**src/rtl/prqs_pkg.sv**
```systemverilog
// shared constants, types and sine table for the point rotation unit
`default_nettype none

package prqs_pkg;

  // coordinate and register widths
  localparam int COORD_W = 16;
  localparam int ANGLE_W = 19;
  localparam int CFG_IDX_W = 2;

  // quarter-wave table
  localparam int TABLE_DEPTH = 256;
  localparam int IDX_W = $clog2(TABLE_DEPTH);
  localparam int PHASE_W = IDX_W + 2;
  localparam int ROM_W = 16;
  localparam int TRIG_W = ROM_W + 1;

  // angle / 352 = (angle >> 5) / 11, the /11 done as multiply by 11916 >> 17
  // (exact for every 14 bit quotient input)
  localparam int ANGLE_PRE_SHIFT = 5;
  localparam int ANGLE_Q_W = ANGLE_W - ANGLE_PRE_SHIFT;
  localparam int RECIP_SHIFT = 17;
  localparam int RECIP_PROD_W = 2 * ANGLE_Q_W;
  localparam logic [ANGLE_Q_W-1:0] RECIP_11 = ANGLE_Q_W'(11916);

  // arithmetic widths
  localparam int DIFF_W = COORD_W + 1;
  localparam int PROD_W = DIFF_W + TRIG_W;
  localparam int FRAC_W = 16;
  localparam int ACC_W = PROD_W + 2;

  // configuration register indexes
  typedef enum logic [CFG_IDX_W-1:0] {
    REG_ORIGIN_X = 2'd0,
    REG_ORIGIN_Y = 2'd1,
    REG_ANGLE    = 2'd2
  } cfg_reg_t;

  typedef enum logic [1:0] {
    QUAD_0 = 2'd0,
    QUAD_1 = 2'd1,
    QUAD_2 = 2'd2,
    QUAD_3 = 2'd3
  } quadrant_t;

  // first quarter of a sine period, unsigned q16
  localparam logic [ROM_W-1:0] SINE_ROM [TABLE_DEPTH] = '{
    16'h0000, 16'h0192, 16'h0324, 16'h04b6, 16'h0648, 16'h07da, 16'h096c, 16'h0afe,
    16'h0c90, 16'h0e21, 16'h0fb3, 16'h1144, 16'h12d5, 16'h1466, 16'h15f7, 16'h1787,
    16'h1918, 16'h1aa8, 16'h1c37, 16'h1dc7, 16'h1f56, 16'h20e5, 16'h2274, 16'h2402,
    16'h2590, 16'h271e, 16'h28ab, 16'h2a38, 16'h2bc4, 16'h2d50, 16'h2edc, 16'h3067,
    16'h31f1, 16'h337b, 16'h3505, 16'h368e, 16'h3817, 16'h399f, 16'h3b26, 16'h3cad,
    16'h3e34, 16'h3fb9, 16'h413f, 16'h42c3, 16'h4447, 16'h45ca, 16'h474d, 16'h48cf,
    16'h4a50, 16'h4bd0, 16'h4d50, 16'h4ecf, 16'h504d, 16'h51cb, 16'h5347, 16'h54c3,
    16'h563e, 16'h57b8, 16'h5932, 16'h5aaa, 16'h5c22, 16'h5d98, 16'h5f0e, 16'h6083,
    16'h61f7, 16'h636a, 16'h64dc, 16'h664d, 16'h67bd, 16'h692d, 16'h6a9b, 16'h6c08,
    16'h6d74, 16'h6edf, 16'h7049, 16'h71b2, 16'h7319, 16'h7480, 16'h75e5, 16'h774a,
    16'h78ad, 16'h7a0f, 16'h7b70, 16'h7cd0, 16'h7e2e, 16'h7f8b, 16'h80e7, 16'h8242,
    16'h839c, 16'h84f4, 16'h864b, 16'h87a1, 16'h88f5, 16'h8a48, 16'h8b9a, 16'h8cea,
    16'h8e39, 16'h8f87, 16'h90d3, 16'h921e, 16'h9368, 16'h94b0, 16'h95f6, 16'h973b,
    16'h987f, 16'h99c1, 16'h9b02, 16'h9c41, 16'h9d7f, 16'h9ebb, 16'h9ff6, 16'ha12f,
    16'ha267, 16'ha39d, 16'ha4d1, 16'ha604, 16'ha736, 16'ha865, 16'ha993, 16'haac0,
    16'habeb, 16'had14, 16'hae3b, 16'haf61, 16'hb085, 16'hb1a7, 16'hb2c8, 16'hb3e7,
    16'hb504, 16'hb620, 16'hb739, 16'hb851, 16'hb968, 16'hba7c, 16'hbb8e, 16'hbc9f,
    16'hbdae, 16'hbebb, 16'hbfc7, 16'hc0d0, 16'hc1d8, 16'hc2dd, 16'hc3e1, 16'hc4e3,
    16'hc5e3, 16'hc6e1, 16'hc7de, 16'hc8d8, 16'hc9d0, 16'hcac7, 16'hcbbb, 16'hccae,
    16'hcd9e, 16'hce8d, 16'hcf79, 16'hd064, 16'hd14c, 16'hd233, 16'hd317, 16'hd3fa,
    16'hd4da, 16'hd5b9, 16'hd695, 16'hd76f, 16'hd847, 16'hd91e, 16'hd9f2, 16'hdac3,
    16'hdb93, 16'hdc61, 16'hdd2c, 16'hddf6, 16'hdebd, 16'hdf82, 16'he045, 16'he106,
    16'he1c5, 16'he281, 16'he33b, 16'he3f4, 16'he4a9, 16'he55d, 16'he60f, 16'he6be,
    16'he76b, 16'he816, 16'he8be, 16'he965, 16'hea09, 16'heaab, 16'heb4a, 16'hebe7,
    16'hec82, 16'hed1b, 16'hedb2, 16'hee46, 16'heed8, 16'hef67, 16'heff5, 16'hf07f,
    16'hf108, 16'hf18e, 16'hf212, 16'hf294, 16'hf313, 16'hf390, 16'hf40b, 16'hf483,
    16'hf4f9, 16'hf56d, 16'hf5de, 16'hf64d, 16'hf6b9, 16'hf723, 16'hf78b, 16'hf7f0,
    16'hf853, 16'hf8b4, 16'hf912, 16'hf96d, 16'hf9c7, 16'hfa1e, 16'hfa72, 16'hfac4,
    16'hfb14, 16'hfb61, 16'hfbac, 16'hfbf4, 16'hfc3a, 16'hfc7e, 16'hfcbf, 16'hfcfd,
    16'hfd3a, 16'hfd73, 16'hfdab, 16'hfde0, 16'hfe12, 16'hfe42, 16'hfe70, 16'hfe9b,
    16'hfec3, 16'hfeea, 16'hff0d, 16'hff2f, 16'hff4d, 16'hff6a, 16'hff84, 16'hff9b,
    16'hffb0, 16'hffc3, 16'hffd3, 16'hffe0, 16'hffeb, 16'hfff4, 16'hfffa, 16'hfffe
  };

endpackage

`default_nettype wire

```
**src/rtl/point_rotation_quarter_sine_unit.sv**
```systemverilog
// point rotation about a configured origin using a quarter-wave sine table
//
// usage:
//   cfg channel (cfg_valid/cfg_ready, cfg_index, cfg_data) writes origin_x (0),
//   origin_y (1) and angle_millideg (2); other indexes are dropped. cfg_ready
//   is always high. write registers only while no point is in flight.
//   in channel (in_valid/in_ready) takes one point beat per in_ready cycle:
//   point_x, point_y, last_point. out channel (out_valid/out_ready) gives one
//   result beat per point, in order: rot_x, rot_y, clip_x, clip_y, last_out.
//   path: each input beat reaches out_valid through four register
//   stages (phase divide, sine lookup, multiply, sum and saturate).
//   throughput: one point per clock while out_ready is high; fully pipelined.
//   stall: each stage holds while the stage after it is full and stalled,
//   so bubbles are squeezed out and input stays open until every stage is
//   full. nothing is dropped or repeated.
//   reset: pipeline valids cleared, origin and angle return to zero.
`default_nettype none

module point_rotation_quarter_sine_unit (
  input  wire                                 clk,
  input  wire                                 rst,
  // configuration
  input  wire                                 cfg_valid,
  output logic                                cfg_ready,
  input  wire  [prqs_pkg::CFG_IDX_W-1:0]      cfg_index,
  input  wire  [prqs_pkg::ANGLE_W-1:0]        cfg_data,
  // points in
  input  wire                                 in_valid,
  output logic                                in_ready,
  input  wire  [prqs_pkg::COORD_W-1:0]        point_x,
  input  wire  [prqs_pkg::COORD_W-1:0]        point_y,
  input  wire                                 last_point,
  // results out
  output logic                                out_valid,
  input  wire                                 out_ready,
  output logic [prqs_pkg::COORD_W-1:0]        rot_x,
  output logic [prqs_pkg::COORD_W-1:0]        rot_y,
  output logic                                clip_x,
  output logic                                clip_y,
  output logic                                last_out
);

  import prqs_pkg::*;

  // configuration registers
  logic [COORD_W-1:0] origin_x;
  logic [COORD_W-1:0] origin_y;
  logic [ANGLE_W-1:0] angle_millideg;

  assign cfg_ready = 1'b1;

  always_ff @(posedge clk) begin
    if (rst) begin
      origin_x       <= '0;
      origin_y       <= '0;
      angle_millideg <= '0;
    end else if (cfg_valid) begin
      case (cfg_reg_t'(cfg_index))
        REG_ORIGIN_X: origin_x <= cfg_data[COORD_W-1:0];
        REG_ORIGIN_Y: origin_y <= cfg_data[COORD_W-1:0];
        REG_ANGLE:    angle_millideg <= cfg_data;
        default: ;
      endcase
    end
  end

  // stage valids and per-stage load enables
  logic v1, v2, v3, v4;
  logic en1, en2, en3, en4;

  // a stage loads when it is empty or its contents move on this cycle
  assign en4 = !v4 || out_ready;
  assign en3 = !v3 || en4;
  assign en2 = !v2 || en3;
  assign en1 = !v1 || en2;
  assign in_ready = en1;

  always_ff @(posedge clk) begin
    if (rst) begin
      v1 <= 1'b0;
      v2 <= 1'b0;
      v3 <= 1'b0;
      v4 <= 1'b0;
    end else begin
      if (en1) v1 <= in_valid;
      if (en2) v2 <= v1;
      if (en3) v3 <= v2;
      if (en4) v4 <= v3;
    end
  end

  // stage 1: coordinate differences and phase = angle / 352
  logic [ANGLE_Q_W-1:0]      angle_q;
  logic [RECIP_PROD_W-1:0]   recip_prod;
  logic signed [DIFF_W-1:0]  dx_in;
  logic signed [DIFF_W-1:0]  dy_in;

  assign angle_q    = angle_millideg[ANGLE_W-1:ANGLE_PRE_SHIFT];
  assign recip_prod = angle_q * RECIP_11;
  assign dx_in = $signed({1'b0, point_x}) - $signed({1'b0, origin_x});
  assign dy_in = $signed({1'b0, point_y}) - $signed({1'b0, origin_y});

  logic [PHASE_W-1:0]        s1_phase;
  logic signed [DIFF_W-1:0]  s1_dx;
  logic signed [DIFF_W-1:0]  s1_dy;
  logic [COORD_W-1:0]        s1_ox;
  logic [COORD_W-1:0]        s1_oy;
  logic                      s1_last;

  always_ff @(posedge clk) begin
    if (en1) begin
      // phase wraps modulo one turn by keeping the low bits
      s1_phase <= recip_prod[RECIP_SHIFT +: PHASE_W];
      s1_dx    <= dx_in;
      s1_dy    <= dy_in;
      s1_ox    <= origin_x;
      s1_oy    <= origin_y;
      s1_last  <= last_point;
    end
  end

  // stage 2: table lookup with quadrant mirroring and negation
  logic [IDX_W-1:0]          tbl_idx;
  logic [ROM_W-1:0]          direct;
  logic [ROM_W-1:0]          mirror;
  logic signed [TRIG_W-1:0]  direct_s;
  logic signed [TRIG_W-1:0]  mirror_s;
  logic signed [TRIG_W-1:0]  sin_val;
  logic signed [TRIG_W-1:0]  cos_val;

  assign tbl_idx  = s1_phase[IDX_W-1:0];
  assign direct   = SINE_ROM[tbl_idx];
  // depth - 1 - index is the bitwise complement for a power-of-two depth
  assign mirror   = SINE_ROM[~tbl_idx];
  assign direct_s = $signed({1'b0, direct});
  assign mirror_s = $signed({1'b0, mirror});

  always_comb begin
    case (quadrant_t'(s1_phase[PHASE_W-1:IDX_W]))
      QUAD_0: begin
        sin_val = direct_s;
        cos_val = mirror_s;
      end
      QUAD_1: begin
        sin_val = mirror_s;
        cos_val = -direct_s;
      end
      QUAD_2: begin
        sin_val = -direct_s;
        cos_val = -mirror_s;
      end
      default: begin
        sin_val = -mirror_s;
        cos_val = direct_s;
      end
    endcase
  end

  logic signed [TRIG_W-1:0]  s2_sin;
  logic signed [TRIG_W-1:0]  s2_cos;
  logic signed [DIFF_W-1:0]  s2_dx;
  logic signed [DIFF_W-1:0]  s2_dy;
  logic [COORD_W-1:0]        s2_ox;
  logic [COORD_W-1:0]        s2_oy;
  logic                      s2_last;

  always_ff @(posedge clk) begin
    if (en2) begin
      s2_sin  <= sin_val;
      s2_cos  <= cos_val;
      s2_dx   <= s1_dx;
      s2_dy   <= s1_dy;
      s2_ox   <= s1_ox;
      s2_oy   <= s1_oy;
      s2_last <= s1_last;
    end
  end

  // stage 3: four signed 17x17 products
  logic signed [PROD_W-1:0]  s3_dx_cos;
  logic signed [PROD_W-1:0]  s3_dy_sin;
  logic signed [PROD_W-1:0]  s3_dx_sin;
  logic signed [PROD_W-1:0]  s3_dy_cos;
  logic [COORD_W-1:0]        s3_ox;
  logic [COORD_W-1:0]        s3_oy;
  logic                      s3_last;

  always_ff @(posedge clk) begin
    if (en3) begin
      s3_dx_cos <= s2_dx * s2_cos;
      s3_dy_sin <= s2_dy * s2_sin;
      s3_dx_sin <= s2_dx * s2_sin;
      s3_dy_cos <= s2_dy * s2_cos;
      s3_ox     <= s2_ox;
      s3_oy     <= s2_oy;
      s3_last   <= s2_last;
    end
  end

  // stage 4: q16 sums, floor and saturate into the output register
  logic signed [ACC_W-1:0]   acc_x;
  logic signed [ACC_W-1:0]   acc_y;
  logic [ACC_W-FRAC_W-1:0]   whole_x;
  logic [ACC_W-FRAC_W-1:0]   whole_y;
  logic [COORD_W-1:0]        sat_x;
  logic [COORD_W-1:0]        sat_y;
  logic                      clp_x;
  logic                      clp_y;

  assign acc_x = $signed({{(ACC_W-COORD_W-FRAC_W){1'b0}}, s3_ox, {FRAC_W{1'b0}}})
               + ACC_W'(s3_dx_cos) - ACC_W'(s3_dy_sin);
  assign acc_y = $signed({{(ACC_W-COORD_W-FRAC_W){1'b0}}, s3_oy, {FRAC_W{1'b0}}})
               + ACC_W'(s3_dx_sin) + ACC_W'(s3_dy_cos);
  assign whole_x = acc_x[ACC_W-1:FRAC_W];
  assign whole_y = acc_y[ACC_W-1:FRAC_W];

  always_comb begin
    if (acc_x < 0) begin
      sat_x = '0;
      clp_x = 1'b1;
    end else if (|whole_x[ACC_W-FRAC_W-1:COORD_W]) begin
      sat_x = '1;
      clp_x = 1'b1;
    end else begin
      sat_x = whole_x[COORD_W-1:0];
      clp_x = 1'b0;
    end
    if (acc_y < 0) begin
      sat_y = '0;
      clp_y = 1'b1;
    end else if (|whole_y[ACC_W-FRAC_W-1:COORD_W]) begin
      sat_y = '1;
      clp_y = 1'b1;
    end else begin
      sat_y = whole_y[COORD_W-1:0];
      clp_y = 1'b0;
    end
  end

  always_ff @(posedge clk) begin
    if (en4) begin
      rot_x    <= sat_x;
      rot_y    <= sat_y;
      clip_x   <= clp_x;
      clip_y   <= clp_y;
      last_out <= s3_last;
    end
  end

  assign out_valid = v4;

  // a saturated coordinate sits at one of the two range ends
  a_clip_x_bound: assert property (@(posedge clk) disable iff (rst)
    out_valid && clip_x |-> rot_x == '0 || rot_x == '1)
    else $error("clip_x set with an unsaturated rot_x");

  // input only closes when every stage holds a point
  a_full_when_closed: assert property (@(posedge clk) disable iff (rst)
    !in_ready |-> v1 && v2 && v3 && v4)
    else $error("input stalled while the pipeline has a bubble");

  // a held multiply stage keeps its point and its dx*cos and dy*cos products
  a_stage3_hold: assert property (@(posedge clk) disable iff (rst)
    v3 && !en3 |=> v3 && $stable(s3_dx_cos) && $stable(s3_dy_cos))
    else $error("stalled stage 3 lost or changed its point");

endmodule

`default_nettype wire
```
**config.mk**
```make
export PLATFORM = sky130hd
export DESIGN_NAME = point_rotation_quarter_sine_unit
export DESIGN_NICKNAME = d
export VERILOG_FILES = /design/src/rtl/prqs_pkg.sv /design/src/rtl/point_rotation_quarter_sine_unit.sv
export SDC_FILE = /design/constraint.sdc
export NUM_CORES = 2
export LEC_CHECK = 0
export ABC_CLOCK_PERIOD_IN_PS = 7250
export BUFFER_PORTS_ARGS = -buffer_cell sky130_fd_sc_hd__buf_4
export CAP_MARGIN = 20
export CORE_MARGIN = 8
export CORE_UTILIZATION = 44
export DETAILED_ROUTE_END_ITERATION = 8
export MAX_ROUTING_LAYER = met4
export PLACE_DENSITY = 0.66
export SYNTH_ARGS = -nofsm -noshare
export SYNTH_HDL_FRONTEND = slang
export SYNTH_SLANG_ARGS = --single-unit
```
**constraint.sdc**
```tcl
create_clock -name clk -period 7.25 [get_ports clk]
set_clock_uncertainty 0.2 [all_clocks]
set_input_delay 0.725 -clock clk [delete_from_list [all_inputs] [get_ports clk]]
set_output_delay 0.725 -clock clk [all_outputs]
set_load 0.005 [all_outputs]
```
==> impl_metrics.toml <==
[cts]
cts.sinks = 432
tritoncts = "built"
cts.path.max_buffers = 3
htree_num_levels = 2
numCtsBuffers = 53
clock_latency_ns = 0.68
clockRootBuffer = "clkbuf_16"
path_clk_slew_ns = 0.06

[timing]
finalMaxSlewViolations = 0
finalHoldViolCount = 0
relSlewSlack = 0.182
fin_hold_ws_ns = 0.0674
post-route-period-util = 0.972
post-route-min-period_ns = 7.05
finalSetupViolations = 0
finalSetupTns_ns = 0
worstMarginPinSlew_ns = 1.21
fmax_ghz = 0.142

[grt]
grt_pass1_vias = 60219
antenna_found_initial = 12
grt_max_degree = 115
grt_usage = 0.284
grt_pass1_wl_microns = 376000
grt_overflow = 0

[floorplanning]
die_h_microns = 424
core_area_sq_um = 166000
fp.dieW_microns = 424
num_rows = 150
initial_utilization = 0.441
die-area_sq_um = 180000
ios = 97

[final_layout]
fillers = 15553
stdcell_area_sq_um = 80800
drive_gt1_frac = 0.0916
final_common_cell = "inv_1"
nets = 9836
layout_common_cells = "1481 x inv_1, 1267 x fa_1, 812 x nand2_1, 604 x and2_1, 597 x ha_1"
area_delta_synth_final_pct = 10.1

[detailed_routing]
antenna_left = 0
drc = 0
vias_per_cell = 5.62
vias = 57170
drt_iter0_drc = 5027
wl_microns = 248000
firstDrtPassIters = 6
wire_per_inst_microns = 24.4

[setup_path]
r2r_setup_slack_ns = 0.20
crit_path_frequent_cell = "fa_1"
crit_slowest_cell = "edfxtp_1"
cp.arrival_ns = 7.27
crit_buf_inv = 9
rr_startpoint = "s2_dy[6]"
worstSetupEndpoint = "s3_dy_cos[26]"
critPathMaxStageDelay_ns = 0.63
reg2regPathDepth = 24
crit_chain = "buf_12 -> buf_4 -> nand2_1 -> fa_1 -> inv_1 -> fa_1 -> inv_1 -> fa_1 -> inv_1 -> fa_1 -> fa_1 -> inv_1 -> fa_1 -> inv_1 -> ha_1 -> o21a_1 -> o21ai_0 -> nand2b_1 -> a41oi_2 -> nor2_1 -> o41ai_1 -> buf_4 -> o311ai_0 -> buf_4"
critical_path_cell_count = 24
r2r_end = "s3_dy_cos[26]"
path_class = "flip-flop to flip-flop"
crit_start = "s2_dy[6]"
cp-start-kind = "flip-flop"
crit_required_ns = 7.47
endpoint_kind = "flip-flop"
crit_path_max_fanout = 19
crit_family = "adder cells"

[synthesis]
yosysTopAreaCell = "fa_1"
synthesis.area_sq_um = 73400
synth-seq-area-share = 0.170
synth-main-ff-cell = "edfxtp_1"
syn_nets = 9673
synth_edf_count = 382
synth.distinct_cells = 106
syn_avg_cell_area_sq_um = 9.47
synth_top_area_frac = 0.345
ys_ff_latch = 432
syn_inst = 7750
ys_async_sr_fraction = 0
synth_warnings = 0
synth.area.top_cells = "fa_1 35%, edfxtp_1 16%, ha_1 10%, inv_1 7.6%, and2_1 5.1%"

[min_path]
min_path_type = "input port to flip-flop"

[place]
gp_congestion = 1.10
dp_hpwl_microns = 197000
portBuffers = 95
placed_cell_area_sq_um = 78700

[outcome]
status = "completed"

[run]
drv_cap = 0
layout make-up:
type / instances / area [sq um] / area share
clock inverters: 44 / 480 / 0.00595
flip-flops and latches: 432 / 12500 / 0.154
clock buffers: 56 / 1350 / 0.0167
multi-input cells: 5421 / 53700 / 0.665
diodes: 6 / 15.0 / 0.000186
well taps: 2204 / 2760 / 0.0341
inverters: 1491 / 5610 / 0.0694
repair buffers: 514 / 4400 / 0.0545
repair_timing:
action | 4_1_cts | 5_1_grt
hold buffers | 1 | 0
buffers inserted | 4 | 13
endpoints found under the hold margin | 1 | 0
setup endpoints to repair | 2 | 18
pin swaps | 0 | 4
resized for setup | 1 | 21
worst reg2reg max path, stage by stage (launching register included):
cell and delay [ns]:
edfxtp_1 0.63, buf_12 0.24, buf_4 0.22, nand2_1 0.10
fa_1 0.51, inv_1 0.05, fa_1 0.49, inv_1 0.06
fa_1 0.53, inv_1 0.05, fa_1 0.45, fa_1 0.49
inv_1 0.05, fa_1 0.48, inv_1 0.04, ha_1 0.31
o21a_1 0.24, o21ai_0 0.17, nand2b_1 0.12, a41oi_2 0.37
nor2_1 0.13, o41ai_1 0.33, buf_4 0.20, o311ai_0 0.16
buf_4 0.18
kinds of logic after synthesis:
family | Yosys count | synth area share
buffers and inverters | 1897 | 0.0997
AOI/OAI and AO/OA | 1107 | 0.100
xor gates and xnor gates | 189 | 0.0225
and+or+nand+nor | 2208 | 0.149
adders and majority gates | 1864 | 0.447
DFF | 432 | 0.170
other | 1 | 0.0000511
muxes | 52 | 0.0110
synthesized netlist by cell type, types with 44 or more instances:
master / instances
a211oi_1: 44
a21o_1: 54
a21oi_1: 281
a31oi_1: 49
and2_1: 604
buf_2: 69
clkbuf_1: 298
dfxtp_1: 50
edfxtp_1: 382
fa_1: 1267
ha_1: 597
inv_1: 1484
nand2_1: 815
nand2b_1: 86
nand3_1: 72
nor2_1: 325
nor2b_1: 59
nor3_1: 88
o21a_1: 87
o21ai_0: 219
xnor2_1: 155
how the worst min path moves through the flow:
stage          slack (ns)  endpoint      from  depth (start not counted)
6_report             0.07        v1  in_valid                          3
2_1_floorplan        0.20  last_out   s3_last                          0
4_1_cts              0.01        v1  in_valid                          3
5_1_grt              0.04        v1  in_valid                          3
3_5_place_dp         0.20  s2_dy[4]  s1_dy[4]                          0
3_3_place_gp         0.20   s2_last   s1_last                          0
per-stage QoR:
stage / instances / utilization / worst slack (ns)
after floorplan: 7750 / - / 0.574
after global placement: 10042 / 0.473 / 0.00162
after detailed placement: 10042 / 0.473 / -0.174
after CTS: 10147 / 0.484 / 0.0330
after global routing: 10166 / 0.485 / -0.0476
final: 10168 / 0.485 / 0.200
per-layer routing:
| metal | share of wire | vias up | global-route usage |
|---|---|---|---|
| li1 | - | 24987 | - |
| met1 | 0.40 | 29151 | 0.357 |
| met2 | 0.46 | 2397 | 0.442 |
| met3 | 0.076 | 635 | 0.0479 |
| met4 | 0.068 | 0 | 0.150 |
| met5 | 0 | - | - |
registers in the layout (all words and copies together) (netlist names), 14 cells and up:
register,count
angle_millideg,14
origin_x,16
origin_y,16
rot_x,16
rot_y,16
s1_dx,17
s1_dy,17
s1_ox,16
s1_oy,16
s2_cos,17
s2_dx,17
s2_dy,17
s2_ox,16
s2_oy,16
s2_sin,17
s3_dx_cos,34
s3_dx_sin,34
s3_dy_cos,34
s3_dy_sin,34
s3_ox,16
s3_oy,16
Power is left out: the tool's default activity adds up to more than one toggle a clock period on the data nets, which glitch-free logic cannot reach.
